File: src/hw/rtl/scio_pkg.sv
package scio_pkg;

  typedef enum logic [1:0] {
    OP_READ  = 2'd0,
    OP_WRITE = 2'd1,
    OP_TICK  = 2'd2,
    OP_HOST  = 2'd3
  } op_t;

  typedef enum logic [2:0] {
    SRC_ZERO,
    SRC_REG,
    SRC_RAM,
    SRC_TOP,
    SRC_DSP
  } src_t;

  typedef struct packed {
    op_t         operation;
    logic [15:0] address;
    logic [7:0]  write_data;
    logic [2:0]  tick_mask;
  } in_item_t;

  typedef struct packed {
    logic [7:0] read_data;
    logic       port_strobe;
    logic [1:0] port_number;
    logic [7:0] port_value;
  } out_item_t;

  typedef struct packed {
    logic ctl_wr;
    logic ctl_en;
    logic tgt_wr;
    logic tick;
    logic clr;
  } timer_ctl_t;

  localparam logic [15:0] REG_TEST     = 16'h00f0;
  localparam logic [15:0] REG_CONTROL  = 16'h00f1;
  localparam logic [15:0] REG_DSP_ADDR = 16'h00f2;
  localparam logic [15:0] REG_DSP_DATA = 16'h00f3;
  localparam logic [15:0] REG_PORT0    = 16'h00f4;
  localparam logic [15:0] REG_PORT1    = 16'h00f5;
  localparam logic [15:0] REG_PORT2    = 16'h00f6;
  localparam logic [15:0] REG_PORT3    = 16'h00f7;
  localparam logic [15:0] REG_T0_TGT   = 16'h00fa;
  localparam logic [15:0] REG_T1_TGT   = 16'h00fb;
  localparam logic [15:0] REG_T2_TGT   = 16'h00fc;
  localparam logic [15:0] REG_T0_OUT   = 16'h00fd;
  localparam logic [15:0] REG_T1_OUT   = 16'h00fe;
  localparam logic [15:0] REG_T2_OUT   = 16'h00ff;
  localparam logic [15:0] TOP_BASE     = 16'hffc0;

  localparam logic [7:0] ENV_MASK  = 8'h7f;
  localparam logic [3:0] ENV_NIBBLE = 4'h8;

  localparam logic [7:0] BOOT_ROM [64] = '{
    8'hCD, 8'hEF, 8'hBD, 8'hE8, 8'h00, 8'hC6, 8'h1D, 8'hD0,
    8'hFC, 8'h8F, 8'hAA, 8'hF4, 8'h8F, 8'hBB, 8'hF5, 8'h78,
    8'hCC, 8'hF4, 8'hD0, 8'hFB, 8'h2F, 8'h19, 8'hEB, 8'hF4,
    8'hD0, 8'hFC, 8'h7E, 8'hF4, 8'hD0, 8'h0B, 8'hE4, 8'hF5,
    8'hCB, 8'hF4, 8'hD7, 8'h00, 8'hFC, 8'hD0, 8'hF3, 8'hAB,
    8'h01, 8'h10, 8'hEF, 8'h7E, 8'hF4, 8'h10, 8'hEB, 8'hBA,
    8'hF6, 8'hDA, 8'h00, 8'hBA, 8'hF4, 8'hC4, 8'hF4, 8'hDD,
    8'h5D, 8'hD0, 8'hDB, 8'h1F, 8'h00, 8'h00, 8'hC0, 8'hFF
  };

  function automatic logic [8:0] target_of(input logic [7:0] b);
    return {(b == 8'h00), b};
  endfunction

endpackage

File: src/hw/rtl/scio_timer.sv
module scio_timer import scio_pkg::*; (
  input  logic       clk,
  input  logic       rst,
  input  timer_ctl_t ctl,
  input  logic [7:0] data,
  output logic [3:0] count
);

  logic       enabled;
  logic [7:0] ram_byte;
  logic [8:0] target;
  logic [8:0] stage;
  logic [8:0] stage_inc;

  assign stage_inc = stage + 9'd1;

  always_ff @(posedge clk) begin
    if (rst) begin
      enabled  <= 1'b0;
      ram_byte <= '0;
      target   <= '0;
      stage    <= '0;
      count    <= '0;
    end else begin
      if (ctl.ctl_wr) begin
        enabled <= ctl.ctl_en;
        if (ctl.ctl_en && !enabled) begin
          stage  <= '0;
          count  <= '0;
          target <= target_of(ram_byte);
        end
      end
      if (ctl.tgt_wr) begin
        ram_byte <= data;
        target   <= target_of(data);
      end
      if (ctl.tick && enabled) begin
        if (stage_inc >= target) begin
          stage <= '0;
          count <= count + 4'd1;
        end else begin
          stage <= stage_inc;
        end
      end
      if (ctl.clr) begin
        count <= '0;
      end
    end
  end

endmodule

File: config.mk
export PLATFORM = sky130hd
export DESIGN_NAME = scio_timer
export DESIGN_NICKNAME = d
export VERILOG_FILES = /design/src/hw/rtl/scio_pkg.sv /design/src/hw/rtl/scio_timer.sv
export SDC_FILE = /design/constraint.sdc
export NUM_CORES = 1
export LEC_CHECK = 0
export BUFFER_PORTS_ARGS = -buffer_cell sky130_fd_sc_hd__clkbuf_2
export CAP_MARGIN = 20
export CORE_ASPECT_RATIO = 0.7
export CORE_MARGIN = 2
export CORE_UTILIZATION = 40
export DETAILED_ROUTE_END_ITERATION = 16
export GPL_TIMING_DRIVEN = 0
export HOLD_SLACK_MARGIN = 0.03
export SLEW_MARGIN = 40
export SYNTH_ARGS = -nofsm -noshare
export SYNTH_HDL_FRONTEND = slang
export SYNTH_SLANG_ARGS = --single-unit
File: constraint.sdc
create_clock -name clk -period 3.7 [get_ports clk]
set_clock_uncertainty 0.2 [all_clocks]
set_input_delay 0 -clock clk [delete_from_list [all_inputs] [get_ports clk]]
set_output_delay 0 -clock clk [all_outputs]
set_load 0.01 [all_outputs]
After elaboration in Yosys (flattened, before gate mapping)
Index checks and enable logic that the tools add are counted.
- bits in registers: 31
- input bits: 15
- word-level logic and storage cells: 31
- $add $sub $neg: 2
- order comparisons: 1
- mux-type cells: 11
- reduce and logical (&&, ||, !) cells: 12
- operator list (cell ; count):
    9-bit two-way mux ; 7
    8-bit zero test ; 2
    4-bit two-way mux ; 4
    9-bit by 1-bit adder with 9-bit output (second input constant) ; 1
    9-bit greater-or-equal comparator ; 1
    2-bit nonzero test ; 4
    4-bit by 1-bit adder with 4-bit output (second input constant) ; 1
    2-bit AND reduction ; 2
    1-bit logical AND ; 2
    2-bit OR reduction ; 1
    1-bit zero test ; 1

Depth between registers and ports, before layout
- depth after elaboration: 6
- depth in mapped cells: 11

Worst setup path after synthesis
No wires, ideal clock.
- path type: flip-flop to flip-flop
- start point: reg stage[0]
- end point: reg stage[2]
- data arrival time: 2425 ps
- data required time: 3378 ps
- path slack: 953 ps
- stages on the path, launching flop included: 12
- cell sequence: dfxtp_1 -> ha_1 -> nand3_1 -> or2_2 -> xnor2_1 -> ha_1 -> nand4_2 -> nor2_1 -> a2111oi_4 -> and2_4 -> buf_6 -> a221o_1
- word-level cells in the longest chain between the ends: 4
- RTL lines (element ; RTL line ; source):
    from (decl) ; scio_timer.sv:12 ; logic [8:0] stage;
    from (signal assigned) ; scio_timer.sv:42 ; stage <= stage_inc;
    9-bit by 1-bit adder with 9-bit output (*) ; scio_timer.sv:15 ; assign stage_inc = stage + 9'd1;
    9-bit greater-or-equal comparator ; scio_timer.sv:38 ; if (stage_inc >= target) begin
    9-bit two-way mux (*) ; scio_timer.sv:38 ;
    9-bit two-way mux (*) ; scio_timer.sv:37 ; if (ctl.tick && enabled) begin
Every way passes the cells marked *; elsewhere a longest branch is shown, timed or not.
A chain may end at the register's enable or synchronous reset.

Final worst setup path
- start point: reg stage[0]
- end point: reg stage[7]
The elaborated chain is that of the path after synthesis.

==> results.yml <==
logic_synthesis:
  synth_edf_count: 0
  syn_area_per_cell_um2: 8.931
  syn-num-nets: 215
  synthCells: 189
  yosysUniqueCellTypes: 39
  synth_ff_type: "dfxtp_1"
  ys_ff_latch: 31
  synth_warnings: 0
  async_flop_share_pct: 0
  synth.cell_area_um2: 1688
  yosysSeqAreaShare_pct: 36.77
power_and_ir_drop:
  power_density_nw_per_um2: 350.0
  max-vdd-ir-drop_mv: 0.1758
  design_power_total_uw: 719.5
  leakagePower_nw: 0.9216
floorplan:
  floorplan.rows: 19
  start_util_pct: 42.26
  die_y_um: 58.35
  core_area_um2: 3994
  die_w_um: 81.64
  die_area_um2: 4764
  io_pins: 19
placed_design:
  dp_hpwl_um: 2614
  gp_congestion: 0.8186
  dpl_cell_area_um2: 1838
  io_buffers: 17
  pre_cts_ws_ps: 576.5
  dp_cells: 258
status:
  outcome: "finished, final reports clean"
clock_tree:
  cts_tree: "built"
  cts_buffers: 5
  clock_path_buffers: 2
  cts_hold_buf: 13
  clockRootBuffer: "clkbuf_8"
  worstSkewPairLatency_ps: 280
  path_clk_slew_ps: 60
  ctsResizeCount: 0
  htreeDepth: 2
  cts.sinks: 31
  cts_setup_buffers: 0
grt:
  grt_start_max_net_pins: 11
  gr-total-overflow: 0
  grt_usage_pct: 17.12
  grt_pass1_vias: 1279
  antenna_found_initial: 0
  grt_first_pass_wirelength_um: 6168
timing:
  setup_slack_ps: 557.4
  grt_setup_unrepaired: "false"
  period_needed_ps: 3143
  tightestPinTransition_ps: 591.0
  fin_tns_setup_ps: 0
  hold_viol: 0
  slew_violations: 0
  relSlewSlack_pct: 60.60
  fin_crit_sh_pct: 84.93
  clock.fmax_mhz: 318.2
  whs_ps: 59.81
  setup_viol: 0
critical_path:
  end_kind: "flip-flop"
  crit_top_cell: "ha_1"
  crit_type: "reg2reg"
  slowest_delay_ps: 470
  cp_data_required_time_ps: 3720
  crit_chain: "ha_1, nand3_1, or2_2, xnor2_1, ha_1, a21oi_1, o21ai_1, a2111oi_4, and2_4, buf_6, a22o_1"
  critPathSlowestCell: "a2111oi_4"
  startpoint_type: "flip-flop"
  cp_max_fo: 7
  crit_arrival_ps: 3160
routing:
  via_count: 1420
  drtIter0Drc: 34
  via_per_inst: 5.108
  post_drt_wl_per_cell_um: 13.34
  antenna_left: 0
  drc: 0
  wirelength_um: 3708
  first_pass_iters: 4
finish:
  drive_above_1_share_pct: 17.70
  seq_area_um2: 620.6
  synthToLayoutAreaGrowth_pct: 21.79
  n_antenna_cell: 0
  final_util_pct: 51.47
  layout.cells.non_filler: 278
  multi_input_area_um2: 994.7
  fillers: 374
  fin_area_um2: 2056
  nNetsFinal: 252
worst_hold_path:
  holdCritPathClass: "in2reg"
flow_run:
  cap_violations: 0
## final cells by class
class | count | share of cell area, %
Sequential cell | 31 | 30.19
Clock buffer | 6 | 4.017
Tap cell | 52 | 3.165
Inverter | 9 | 1.643
Timing Repair Buffer | 30 | 10.47
Buffer | 8 | 1.887
Clock inverter | 1 | 0.2435
Multi-Input combinational cell | 141 | 48.39
## flip-flops by register name (all words and copies together) (netlist names)
name / count
count: 4
enabled: 1
ram_byte: 8
stage: 9
target: 9
## power breakdown
part | leakage [nW] | switching (mW) | internal (mW)
logic | 0.621 | 0.0506 | 0.0449
clock network | 0.0470 | 0.123 | 0.146
registers | 0.253 | 0.00890 | 0.346
total | 0.922 | 0.183 | 0.537
## routing by layer
metal  track usage [%]  wire length, um  part of all wire (%)  vias up
met5                 0                0                     0        -
met4             5.000               26                  0.70        0
met3             5.061              140                   3.8        4
met2             24.12             1505                    41       27
met1             25.29             2035                    55      644
li1                  -                -                     -      745
## critical path, delay by kind of cell, from the launching register on
kind	cells	cell delay (ps)
AO/OA/AOI/OAI	4	860
AND/OR/NAND/NOR	3	660
adder cells (fa/ha/maj)	2	580
buffers and inverters	1	110
flip-flops	1	400
XOR/XNOR	1	260
## cells in the mapped netlist (4+ instances only)
cell type	count	area, um^2
a21oi_1	16	80.08
a22o_1	7	61.31
clkbuf_1	5	18.77
dfxtp_1	31	620.6
ha_1	11	137.6
inv_1	9	33.78
mux2i_1	16	160.2
nand2_1	8	30.03
nand3_1	4	20.02
nand4_1	5	31.28
nor2_1	33	123.9
xor2_1	4	35.03
## path summary, 6_finish.rpt
check	start	endpoint	slack (ps)	depth (start not counted)
hold / removal	ctl[1]	stage[4]	60	4
setup / recovery	stage[0]	stage[7]	560	11
setup reg to reg	stage[0]	stage[7]	560	11
hold reg to reg	stage[8]	stage[8]	300	1
## layout by cell type, fill, tap and decap left out, types with 2 or more instances in the layout
master,synthesis,routed
nand4_1,5,5
clkbuf_8,0,6
nand3_1,4,4
nor3_1,3,3
inv_1,9,9
mux2_2,2,2
a32oi_1,2,2
xnor2_1,3,3
nand2_1,8,8
nand2b_1,2,2
xor2_1,4,4
nor2_1,33,33
dfxtp_1,31,31
a22o_1,7,7
clkbuf_1,5,5
nor4_1,3,3
clkbuf_2,0,17
nor2b_1,3,3
mux2i_1,16,16
dlygate4sd3_1,0,13
a21oi_1,16,16
or2_2,3,3
ha_1,11,11
## cell families after synthesis
family,count (synthesis),synth area share [%]
flops,31,36.77
xor+xnor,7,3.632
fa+ha+maj,11,8.154
simple gates,70,21.05
buf+inv,17,4.299
mux,18,10.82
compound gates,35,15.27
(Power assumes the default switching activity.)
